==> src/sv/rsmm_pkg.sv <==
// ----------------------------------------------------------------------------
// rsmm_pkg
// Shared constants, types and control structs for the rejection sampling
// modular multiply-accumulate block.
// ----------------------------------------------------------------------------
package rsmm_pkg;

  // Polynomial size and modulus.
  localparam int N_COEFFS = 256;
  localparam int MODULUS  = 7681;

  // Field widths of the item channels.
  localparam int OP_W      = 3;
  localparam int IDX_W     = 8;
  localparam int VAL_W     = 16;
  localparam int WORD_W    = 16;
  localparam int SMP_W     = 13;
  localparam int ACC_W     = 13;
  localparam int CNT_OUT_W = 9;

  // Derived storage and arithmetic widths.
  localparam int ADDR_W    = $clog2(N_COEFFS);
  localparam int CTR_W     = $clog2(N_COEFFS + 1);
  localparam int PROD_W    = VAL_W + SMP_W;
  localparam int SUM_W     = PROD_W + 1;

  // Barrett reduction of the sum: the quotient estimate is (sum * M) >> K with
  // M = floor(2^K / MODULUS). For any sum below 2^K it is the true quotient or
  // one less, so a single conditional subtract finishes the remainder.
  localparam int     BARRETT_K   = SUM_W;
  localparam longint BARRETT_M   = (longint'(1) << BARRETT_K) / MODULUS;
  localparam int     BARRETT_M_W = $clog2(BARRETT_M + 1);
  localparam int     QRAW_W      = SUM_W + BARRETT_M_W;
  localparam int     Q_W         = QRAW_W - BARRETT_K;
  // Reduction pipeline: estimate, quotient times modulus, subtract, correct.
  localparam int     RED_STEPS   = 4;
  localparam int     RED_CNT_W   = $clog2(RED_STEPS);

  typedef logic [ADDR_W-1:0]      addr_t;
  typedef logic [CTR_W-1:0]       ctr_t;
  typedef logic [SMP_W-1:0]       smp_t;
  typedef logic [ACC_W-1:0]       acc_t;
  typedef logic [PROD_W-1:0]      prod_t;
  typedef logic [SUM_W-1:0]       sum_t;
  typedef logic [BARRETT_M_W-1:0] bm_t;
  typedef logic [QRAW_W-1:0]      qraw_t;
  typedef logic [Q_W-1:0]         q_t;
  typedef logic [RED_CNT_W-1:0]   red_cnt_t;
  typedef logic [CNT_OUT_W-1:0]   count_t;

  // Operation codes of an input item.
  typedef enum logic [OP_W-1:0] {
    OP_WR_OPD  = 3'd0,
    OP_WR_ACC  = 3'd1,
    OP_RD_ACC  = 3'd2,
    OP_RESTART = 3'd3,
    OP_SAMPLE  = 3'd4
  } op_e;

  // Commands from the controller to the datapath.
  typedef struct packed {
    logic latch_in;
    logic wr_opd;
    logic wr_acc;
    logic rd_acc;
    logic rd_mac;
    logic clr_ctr;
    logic mul;
    logic red_init;
    logic red_step;
    logic wb;
    logic load_out;
  } cmd_t;

  // Status from the datapath to the controller.
  typedef struct packed {
    logic [OP_W-1:0] op;
    logic            mac_go;
    logic            red_last;
    logic            out_free;
  } sts_t;

endpackage

==> src/sv/rsmm_ctrl.sv <==
// ----------------------------------------------------------------------------
// rsmm_ctrl
// Controller state machine: sequences decode, multiply, reduction,
// write-back and result hand-off for one transaction at a time.
// ----------------------------------------------------------------------------
module rsmm_ctrl (
  input  logic           clk,
  input  logic           rst_n,
  input  logic           in_valid,
  output logic           in_ready,
  input  rsmm_pkg::sts_t sts,
  output rsmm_pkg::cmd_t cmd
);

  typedef enum logic [6:0] {
    ST_IDLE = 7'b0000001,
    ST_DEC  = 7'b0000010,
    ST_MUL  = 7'b0000100,
    ST_ADD  = 7'b0001000,
    ST_RED  = 7'b0010000,
    ST_WB   = 7'b0100000,
    ST_DONE = 7'b1000000
  } state_t;

  state_t state_r;
  state_t state_nxt;

  // State register.
  always_ff @(posedge clk) begin
    if (!rst_n) begin
      state_r <= ST_IDLE;
    end else begin
      state_r <= state_nxt;
    end
  end

  assign in_ready = (state_r == ST_IDLE);

  // Next state and command decode.
  always_comb begin
    state_nxt = state_r;
    cmd       = '0;
    unique case (state_r)
      ST_IDLE: begin
        if (in_valid) begin
          cmd.latch_in = 1'b1;
          state_nxt    = ST_DEC;
        end
      end
      ST_DEC: begin
        state_nxt = ST_DONE;
        unique case (sts.op)
          rsmm_pkg::OP_WR_OPD:  cmd.wr_opd  = 1'b1;
          rsmm_pkg::OP_WR_ACC:  cmd.wr_acc  = 1'b1;
          rsmm_pkg::OP_RD_ACC:  cmd.rd_acc  = 1'b1;
          rsmm_pkg::OP_RESTART: cmd.clr_ctr = 1'b1;
          rsmm_pkg::OP_SAMPLE: begin
            if (sts.mac_go) begin
              cmd.rd_mac = 1'b1;
              state_nxt  = ST_MUL;
            end
          end
          default: ;
        endcase
      end
      ST_MUL: begin
        cmd.mul   = 1'b1;
        state_nxt = ST_ADD;
      end
      ST_ADD: begin
        cmd.red_init = 1'b1;
        state_nxt    = ST_RED;
      end
      ST_RED: begin
        cmd.red_step = 1'b1;
        if (sts.red_last) begin
          state_nxt = ST_WB;
        end
      end
      ST_WB: begin
        cmd.wb    = 1'b1;
        state_nxt = ST_DONE;
      end
      ST_DONE: begin
        if (sts.out_free) begin
          cmd.load_out = 1'b1;
          state_nxt    = ST_IDLE;
        end
      end
      default: state_nxt = ST_IDLE;
    endcase
  end

endmodule

==> config.mk <==
export PLATFORM = sky130hd
export DESIGN_NAME = rsmm_ctrl
export DESIGN_NICKNAME = d
export VERILOG_FILES = /design/src/sv/rsmm_pkg.sv /design/src/sv/rsmm_ctrl.sv
export SDC_FILE = /design/constraint.sdc
export NUM_CORES = 1
export LEC_CHECK = 0
export BUFFER_PORTS_ARGS = -buffer_cell sky130_fd_sc_hd__buf_2
export CORE_AREA = 2 2 39 41
export CTS_CLUSTER_DIAMETER = 50
export CTS_CLUSTER_SIZE = 14
export DETAILED_ROUTE_END_ITERATION = 8
export DIE_AREA = 0 0 41 43
export GPL_TIMING_DRIVEN = 0
export PLACE_DENSITY = 0.78
export RECOVER_POWER = 100
export SLEW_MARGIN = 0
export SYNTH_ARGS = -nofsm -noshare
export SYNTH_HDL_FRONTEND = slang
export SYNTH_SLANG_ARGS = --single-unit
==> constraint.sdc <==
create_clock -name clk -period 1.8 [get_ports clk]
set_input_delay 0.18 -clock clk [delete_from_list [all_inputs] [get_ports clk]]
set_output_delay 0.18 -clock clk [all_outputs]
set_load 0.01 [all_outputs]
==> results of run 1 <==
## cell type report
type                    count  share of cell area
multi-input cells          47               0.479
repair buffers             26               0.216
flip-flops and latches      7               0.209
clock buffers               4              0.0376
well taps                  16              0.0286
inverters                   4              0.0215
plain buffers               1             0.00716
## path summary, 6_finish.rpt
check	from	slack (ns)	end	cells after the start
worst min-delay path	rst_n	0.15	state_r[0]$_SDFFE_PN1P_	2
worst max register to register	state_r[3]$_SDFFE_PN0P_	0.01	state_r[1]$_SDFFE_PN0P_	4
worst min register to register	state_r[2]$_SDFFE_PN0P_	0.52	state_r[3]$_SDFFE_PN0P_	2
worst max-delay path	state_r[3]$_SDFFE_PN0P_	-0.02	cmd[2]	4
## Yosys cell counts (all sizes together)
cell type,number,area [um2]
and3b,1,8.76
nor3,4,20.0
nor4bb,1,10.0
and2,1,6.26
nor4b,2,17.5
nor2,6,22.5
nor4,2,12.5
or4,2,22.5
o21ai,1,5.00
nand2,3,11.3
buf,1,11.3
inv,4,15.0
xor2,1,8.76
a21oi,3,15.0
or3b,2,17.5
nand2b,2,12.5
nand4,1,6.26
o211ai,2,15.0
clkbuf,1,3.75
a211o,1,10.0
or3,3,20.0
nand3,2,15.0
and4b,1,10.0
dfxtp,7,140
nand3b,2,15.0
nand4bb,1,11.3
nand4b,1,8.76
o221ai,1,8.76
a2111o,1,11.3
## through the flow
step	total power [uW]	area, um2
6_report	819	699
3_5_place_dp	600	612
2_1_floorplan	498	492
4_1_cts	778	672
5_1_grt	886	699
3_3_place_gp	590	612
## power by group
group | leakage (uW) | switching, uW | internal [uW] | total, uW
logic | 0.000245 | 229 | 232 | 461
registers | 0.0000595 | 27.6 | 188 | 215
clock network | 0.0000150 | 57.7 | 84.6 | 142
## placed cells by master, fill, tap and decap left out, types with 2 or more instances in the layout
master and n:
buf_2 15, nor2_1 6, buf_4 5, dfxtp_2 5
clkbuf_1 4, nor3_1 3, inv_1 3, nand2_1 3
a21oi_1 3, clkbuf_4 3, clkbuf_2 2, nand2b_1 2
or3_4 2, nor4_1 2, nand3_1 2, o211ai_1 2
nand3b_1 2, buf_6 2, dfxtp_1 2
## critical path: stages, from the launching register on
cell,delay [ns]
dfxtp_2,0.33
or4_4,0.55
or3_4,0.36
inv_2,0.06
buf_6,0.09
## what timing repair did
action / in CTS / in global routing
hold endpoints to repair: 0 / 0
resized for setup: 12 / 4
buffers inserted: 2 / 4
setup endpoints to repair: 6 / 8
pin swaps: 2 / 4
cloned: 0 / 0
## per-layer routing
metal / part of all wire / GRT usage
met5: 0 / 0
met4: 0.010 / 0.100
met3: 0.051 / 0.0314
met2: 0.47 / 0.256
met1: 0.47 / 0.232
## logic make-up (layout without fill, tap and decap cells)
logic type	count (synthesis)	after routing	share of synthesized area
xor+xnor	1	1	0.0178
flops	7	7	0.285
simple gates	37	37	0.504
compound gates	9	9	0.132
buf+inv	6	35	0.0611
==> qor_table.md, run 1 <==
| Metric | Value |
|:---|:---|
| Largest registers | state_r: 7 flops |
| Area growth from synthesis to layout | 42.2% |
| Clock latency of the later-clocked register in the worst-skew pair | 0.25 ns |
| Antenna violations before repair | 0 |
| Type of element capturing the critical path | primary output |
| Wire length of the first global-routing pass | 2080 um |
| Diode insertion count for antenna repair | 0 |
| Layout fillers | 139 |
| Crit path arrival time | 1.64 ns |
| Post-CTS Hold Fix Bufs | 0 |
| # rows | 14 |
| Violated checks | negative setup slack |
| Class of the most critical hold timing path | primary input to flip-flop |
| Minimum setup slack after placement | 0.0488 ns |
| Area of the mapped netlist | 492 um2 |
| Number of warnings reported in the yosys synthesis log | 0 |
| Weighted congestion at the end of routability-driven global placement | 0.819 |
| WL per Instance | 12.2 um |
| Startpoint type of the worst setup path | flip-flop |
| # DRC | 0 |
| Worst-path fanout max | 5 |
| Outcome | finished with violations |
| Minimum clock period after layout | 1.82 ns |
| Cell Pwr Density | 1170 mW/mm2 |
| Setup repair after global routing missed its margin | true |
| Final setup violation count | 1 |
| Slew headroom | 0.751 |
| Sequential cell area in the final layout | 146 um2 |
| Number of synthesized register bits | 7 |
| Smallest hold slack | 0.153 ns |
| Number of buffers created by CTS | 3 |
| Post-Synthesis Cells | 60 |
| Post-synthesis area per instance | 8.20 um2 |
| Largest voltage drop on the vdd net | 0.561 mV |
| Register with the highest flop count | state_r |
| Starting density of the core | 0.355 |
| Via total after detailed routing | 555 |
| TritonCTS clock tree | built |
| NumNets Final | 99 |
| Clock root cell | clkbuf_4 |
| Required time of the critical path | 1.62 ns |
| Share of synthesized area occupied by flip-flops and latches | 0.285 |
| Via count of the first global-routing pass | 494 |
| Setup_tns | -0.0195 ns |
| Hold Fails Final Rpt | 0 |
| Transition time at the pin with the least slew margin | 0.371 ns |
| Num ports | 21 |
| Worst clock skew on the final layout | 0.00116 ns |
| Number of I/O port buffers | 20 |
| Multi-input combinational cell area | 335 um2 |
| Start-to-end type of the worst setup path | flip-flop to primary output |
| Post-Synthesis Net Count | 69 |
| Clk sink count | 7 |
| Horiz. Die Dim | 41 um |
| Post-DRT Antenna Nets | 0 |
| Final-report max-slew violation count | 0 |
| Total iterations of the first detailed-routing run | 4 |
| Leakage power | 0.000319 uW |
| HPWL after detailed placement | 939 um |
| Post-layout utilization of the core | 0.505 |
| # H-tree levels | 1 |
| Max FFs per register | 7 |
| DRT iter0 DRCs | 10 |
| Fmax | 550 MHz |
| Average via count per standard cell | 5.29 |
| Post-layout worst setup margin | -0.0195 ns |
| Count of maximum capacitance violations | 0 |
| Fin cells | 105 |
| Number of placed cells counting well taps | 96 |
| Placeable Area | 0.00138 mm2 |
| Unique cell type count in the Yosys netlist | 31 |
| Clock input transition at the sequential cells of the worst setup and hold paths | 0.05 ns |
| Global Route Usage Sum | 0.176 |
| Share of the clock period used by the worst path | 1.01 |
| Maximum number of pins on one net before global-route repair | 11 |
| Die area | 0.00176 mm2 |
| Overall routed net length | 1290 um |
| Grt total ovfl | 0 |
| Number of buffers on the longest clock path | 2 |
| Proportion of layout cells with a drive suffix above 1 | 0.449 |
| Die Span Y | 43 um |
No activity file was read; power rests on OpenSTA's default activity.
==> run 2, diff against run 1 <==
--- a/config.mk
+++ b/config.mk
@@ -6,14 +6,17 @@
 export NUM_CORES = 1
 export LEC_CHECK = 0
 export BUFFER_PORTS_ARGS = -buffer_cell sky130_fd_sc_hd__buf_2
-export CORE_AREA = 2 2 39 41
+export CELL_PAD_IN_SITES_DETAIL_PLACEMENT = 1
+export CELL_PAD_IN_SITES_GLOBAL_PLACEMENT = 1
+export CORE_ASPECT_RATIO = 0.9
+export CORE_UTILIZATION = 28
 export CTS_CLUSTER_DIAMETER = 50
 export CTS_CLUSTER_SIZE = 14
 export DETAILED_ROUTE_END_ITERATION = 8
-export DIE_AREA = 0 0 41 43
 export GPL_TIMING_DRIVEN = 0
-export PLACE_DENSITY = 0.78
+export PLACE_DENSITY = 0.82
 export RECOVER_POWER = 100
+export SKIP_CTS_REPAIR_TIMING = 1
 export SLEW_MARGIN = 0
 export SYNTH_ARGS = -nofsm -noshare
 export SYNTH_HDL_FRONTEND = slang
==> qor_table.md, run 2 (synthesis results as in run 1) <==
| Metric | Value |
|:---|:---|
| Post-layout utilization of the core | 0.484 |
| WL per Instance | 16.1 um |
| Diode insertion count for antenna repair | 0 |
| Wire length of the first global-routing pass | 2590 um |
| Post-layout worst setup margin | -0.0416 ns |
| Proportion of layout cells with a drive suffix above 1 | 0.511 |
| Multi-input combinational cell area | 364 um2 |
| # DRC | 0 |
| # H-tree levels | 1 |
| Weighted congestion at the end of routability-driven global placement | 0.783 |
| R2r startpoint | state_r[0]$_SDFFE_PN1P_ |
| Fmax | 543 MHz |
| Leakage power | 0.000338 uW |
| NumNets Final | 100 |
| Number of buffers on the longest clock path | 2 |
| Start-to-end type of the worst setup path | flip-flop to primary output |
| Sink of the worst hold path | state_r[0]$_SDFFE_PN1P_ |
| Count of maximum capacitance violations | 0 |
| Grt total ovfl | 0 |
| Clk sink count | 7 |
| Antenna violations before repair | 0 |
| Clock input transition at the sequential cells of the worst setup and hold paths | 0.05 ns |
| Most common cell after layout, fill and taps aside | buf_2 |
| Area growth from synthesis to layout | 52.2% |
| Average via count per standard cell | 5.35 |
| Largest registers | state_r: 7 flops |
| Min-Delay Startpoint | rst_n |
| Worst-path fanout max | 6 |
| Cell area reported after detailed placement | 619 um2 |
| Leading cell types in the layout, fill and taps excluded | 17 x buf_2, 7 x buf_4, 6 x nor2_1 |
| Minimum clock period after layout | 1.84 ns |
| Layout fillers | 188 |
| Share of the clock period used by the worst path | 1.02 |
| Num ports | 21 |
| Transition time at the pin with the least slew margin | 0.358 ns |
| DRT iter0 DRCs | 8 |
| Critical-path top delay cell | or4_4 |
| Critical path, cell by cell | or4_4 -> or3_4 -> inv_2 -> buf_6 |
| Max FFs per register | 7 |
| Violated checks | negative setup slack |
| Setup_tns | -0.0953 ns |
| Via total after detailed routing | 599 |
| Die Span Y | 41.8 um |
| Via count of the first global-routing pass | 583 |
| Number of I/O port buffers | 20 |
| Setup slack on the worst flop-to-flop path | 0 ns |
| Sequential cell area in the final layout | 151 um2 |
| Clock latency of the later-clocked register in the worst-skew pair | 0.25 ns |
| Cell Pwr Density | 1140 mW/mm2 |
| HPWL after detailed placement | 1220 um |
| Worst hold path cell count | 2 |
| Largest voltage drop on the vdd net | 0.674 mV |
| Worst clock skew on the final layout | 0.00928 ns |
| Overall routed net length | 1800 um |
| Starting density of the core | 0.318 |
| Type of element capturing the critical path | primary output |
| Die area | 0.00193 mm2 |
| Horiz. Die Dim | 46.2 um |
| Total iterations of the first detailed-routing run | 5 |
| Setup repair after global routing missed its margin | true |
| Placeable Area | 0.00155 mm2 |
| Number of buffers created by CTS | 3 |
| Outcome | finished with violations |
| Startpoint type of the worst setup path | flip-flop |
| Maximum number of pins on one net before global-route repair | 11 |
| Class of the most critical hold timing path | primary input to flip-flop |
| Final setup violation count | 4 |
| Final-report max-slew violation count | 0 |
| Post-route cell area | 748 um2 |
| FF-to-FF End | state_r[6]$_SDFFE_PN0P_ |
| TritonCTS clock tree | built |
| Clock root cell | clkbuf_4 |
| Slew headroom | 0.759 |
| Post-DRT Antenna Nets | 0 |
| Required time of the critical path | 1.62 ns |
| Hold Fails Final Rpt | 0 |
| # rows | 13 |
| Global Route Usage Sum | 0.180 |
| Crit path arrival time | 1.66 ns |
| Delay contributed by the slowest stage of the critical path | 0.56 ns |
| Register with the highest flop count | state_r |
| Number of cells traversed by the worst register-to-register path | 4 |
run 2: layer usage:
metal,GRT usage,routed length [um]
met4,0.0765,21
met5,0,0
met3,0.0174,47
met1,0.220,815
met2,0.307,915
run 2: area by class of cell:
class / instances / area share
Inverter: 4 / 0.0201
Tap cell: 22 / 0.0368
Multi-Input combinational cell: 47 / 0.487
Sequential cell: 7 / 0.202
Clock buffer: 4 / 0.0351
Buffer: 1 / 0.0100
Timing Repair Buffer: 27 / 0.209
run 2: power by group:
| group | internal [uW] | switching, uW |
|---|---|---|
| sequential | 190 | 39.8 |
| clock | 84.8 | 60.2 |
| combinational | 227 | 248 |
run 2: how the worst max path moves through the flow:
stage	startpoint	to	slack [ns]	depth (start not counted)
finish	state_r[0]$_SDFFE_PN1P_	cmd[2]	-0.04	4
global route	state_r[2]$_SDFFE_PN0P_	cmd[8]	-0.15	4
CTS	state_r[4]$_SDFFE_PN0P_	cmd[0]	-0.20	4
detailed placement	state_r[0]$_SDFFE_PN1P_	state_r[5]$_SDFFE_PN0P_	0.03	5
global placement	state_r[0]$_SDFFE_PN1P_	state_r[5]$_SDFFE_PN0P_	0.07	5
floorplan	state_r[0]$_SDFFE_PN1P_	state_r[5]$_SDFFE_PN0P_	0.14	5
run 2: critical path: cells and delay by family (launching register included):
kind,cells,cell delay [ns]
buffers and inverters,2,0.15
flip-flops,1,0.36
AND/OR/NAND/NOR,2,0.91
run 2: metrics by stage:
| stage | power (uW) | cells | hold slack, ns | setup WS [ns] |
|---|---|---|---|---|
| 2_1_floorplan | 498 | 60 | 0.259 | 0.142 |
| 3_3_place_gp | 599 | 102 | 0.416 | 0.0695 |
| 3_5_place_dp | 619 | 102 | 0.421 | 0.0327 |
| 4_1_cts | 768 | 106 | 0.162 | -0.203 |
| 5_1_grt | 905 | 112 | 0.182 | -0.148 |
| 6_report | 850 | 112 | 0.171 | -0.0416 |
==> run 3, diff against run 2 <==
--- a/config.mk
+++ b/config.mk
@@ -16,6 +16,7 @@
 export GPL_TIMING_DRIVEN = 0
 export PLACE_DENSITY = 0.82
 export RECOVER_POWER = 100
+export REMOVE_ABC_BUFFERS = 1
 export SKIP_CTS_REPAIR_TIMING = 1
 export SLEW_MARGIN = 0
 export SYNTH_ARGS = -nofsm -noshare
==> qor_table.md, run 3 (synthesis results as in run 1) <==
| Metric | Value |
|:---|:---|
| Transition time at the pin with the least slew margin | 0.399 ns |
| Via total after detailed routing | 556 |
| Sequential cell area in the final layout | 150 um2 |
| Delay contributed by the slowest stage of the critical path | 0.56 ns |
| Register with the highest flop count | state_r |
| Required time of the critical path | 1.62 ns |
| Class of the most critical hold timing path | primary input to flip-flop |
| Die Span Y | 41.8 um |
| Global Route Usage Sum | 0.149 |
| Min-Delay Startpoint | rst_n |
| Largest registers | state_r: 7 flops |
| Maximum number of pins on one net before global-route repair | 12 |
| Outcome | finished with violations |
| Via count of the first global-routing pass | 497 |
| Worst clock skew on the final layout | 0.00753 ns |
| Weighted congestion at the end of routability-driven global placement | 0.715 |
| Type of element capturing the critical path | primary output |
| Final setup violation count | 2 |
| Die area | 0.00193 mm2 |
| Cell Pwr Density | 1110 mW/mm2 |
| Post-DRT Antenna Nets | 0 |
| Slew headroom | 0.731 |
| Startpoint type of the worst setup path | flip-flop |
| Setup repair after global routing missed its margin | true |
| Grt total ovfl | 0 |
| Overall routed net length | 1550 um |
| Minimum clock period after layout | 1.84 ns |
| Leading cell types in the layout, fill and taps excluded | 13 x buf_2, 8 x clkbuf_1, 6 x nor2_1 |
| Proportion of layout cells with a drive suffix above 1 | 0.414 |
| HPWL after detailed placement | 1090 um |
| R2r startpoint | state_r[0]$_SDFFE_PN1P_ |
| Fin cells | 109 |
| Largest voltage drop on the vdd net | 0.602 mV |
| Placeable Area | 0.00155 mm2 |
| Average via count per standard cell | 5.10 |
| Number of placed cells counting well taps | 100 |
| Leakage power | 0.000297 uW |
| Critical-path top delay cell | or4_4 |
| Clock input transition at the sequential cells of the worst setup and hold paths | 0.06 ns |
| Clk sink count | 7 |
| Post-layout utilization of the core | 0.449 |
| Worst-path fanout max | 5 |
| Starting density of the core | 0.318 |
| Number of buffers created by CTS | 3 |
| # H-tree levels | 1 |
| Most common cell after layout, fill and taps aside | buf_2 |
| Max FFs per register | 7 |
| DRT iter0 DRCs | 6 |
| Final-report max-slew violation count | 0 |
| Diode insertion count for antenna repair | 0 |
| Critical path, cell by cell | or4_4 -> or3_4 -> inv_2 -> buf_6 |
| # DRC | 0 |
| Sum of internal, switching and leakage power | 773 uW |
| Clock root cell | clkbuf_4 |
| Post-route cell area | 693 um2 |
| Antenna violations before repair | 0 |
| Multi-input combinational cell area | 342 um2 |
| Crit path arrival time | 1.66 ns |
| Area growth from synthesis to layout | 41.0% |
| Num ports | 21 |
| Violated checks | negative setup slack |
| Hold Fails Final Rpt | 0 |
| Fmax | 544 MHz |
| Number of buffers on the longest clock path | 2 |
| Count of maximum capacitance violations | 0 |
| Clock latency of the later-clocked register in the worst-skew pair | 0.25 ns |
| Number of I/O port buffers | 20 |
| Layout fillers | 207 |
| Start-to-end type of the worst setup path | flip-flop to primary output |
| Wire length of the first global-routing pass | 2140 um |
| Post-layout worst setup margin | -0.0387 ns |
| Total iterations of the first detailed-routing run | 4 |
| # rows | 13 |
| Cell class contributing the biggest share of worst-path delay | simple AND/OR/NAND/NOR gates |
| NumNets Final | 97 |
| WL per Instance | 14.2 um |
| Worst setup startpoint | state_r[3]$_SDFFE_PN0P_ |
| TritonCTS clock tree | built |
| Share of the clock period used by the worst path | 1.02 |
| Horiz. Die Dim | 46.2 um |
| Number of buffers and inverters on the critical path | 2 |
| Cell area reported after detailed placement | 604 um2 |
run 3: layer usage:
layer / part of all wire / GRT usage / routed length [um] / vias up
met1: 0.49 / 0.189 / 758 / 255
met4: 0.010 / 0.0824 / 16 / 0
met5: 0 / 0 / 0 / -
met2: 0.46 / 0.231 / 704 / 13
met3: 0.043 / 0.0261 / 66 / 2
li1: - / - / - / 286
run 3: layout make-up:
| cell class | count | share of cell area |
|---|---|---|
| tap | 22 | 0.0397 |
| clock buffer | 4 | 0.0379 |
| inverter | 4 | 0.0217 |
| multi-input combinational | 47 | 0.493 |
| sequential | 7 | 0.217 |
| timing repair buffer | 25 | 0.191 |
run 3: final timing paths:
check / endpoint / slack (ns) / cells past startpoint
worst min-delay path: state_r[0]$_SDFFE_PN1P_ / 0.16 / 2
worst max register to register: state_r[5]$_SDFFE_PN0P_ / 0.05 / 4
worst max-delay path: cmd[2] / -0.04 / 4
worst min register to register: state_r[3]$_SDFFE_PN0P_ / 0.57 / 2
run 3: stage by stage:
| step | worst slack [ns] | TNS [ns] | hold slack, ns |
|---|---|---|---|
| final | -0.0387 | -0.0684 | 0.163 |
| after global placement | 0.0135 | 0 | 0.419 |
| after global routing | -0.0901 | -0.321 | 0.166 |
| after floorplan | 0.144 | 0 | 0.259 |
| after detailed placement | -0.00616 | -0.00616 | 0.426 |
| after CTS | -0.172 | -0.538 | 0.165 |
run 3: report_power, final:
part | switching (uW) | total (uW) | internal, uW | leakage [uW]
clock | 59.2 | 144 | 84.7 | 0.0000150
combinational | 191 | 373 | 182 | 0.000222
sequential | 67.4 | 256 | 188 | 0.0000596
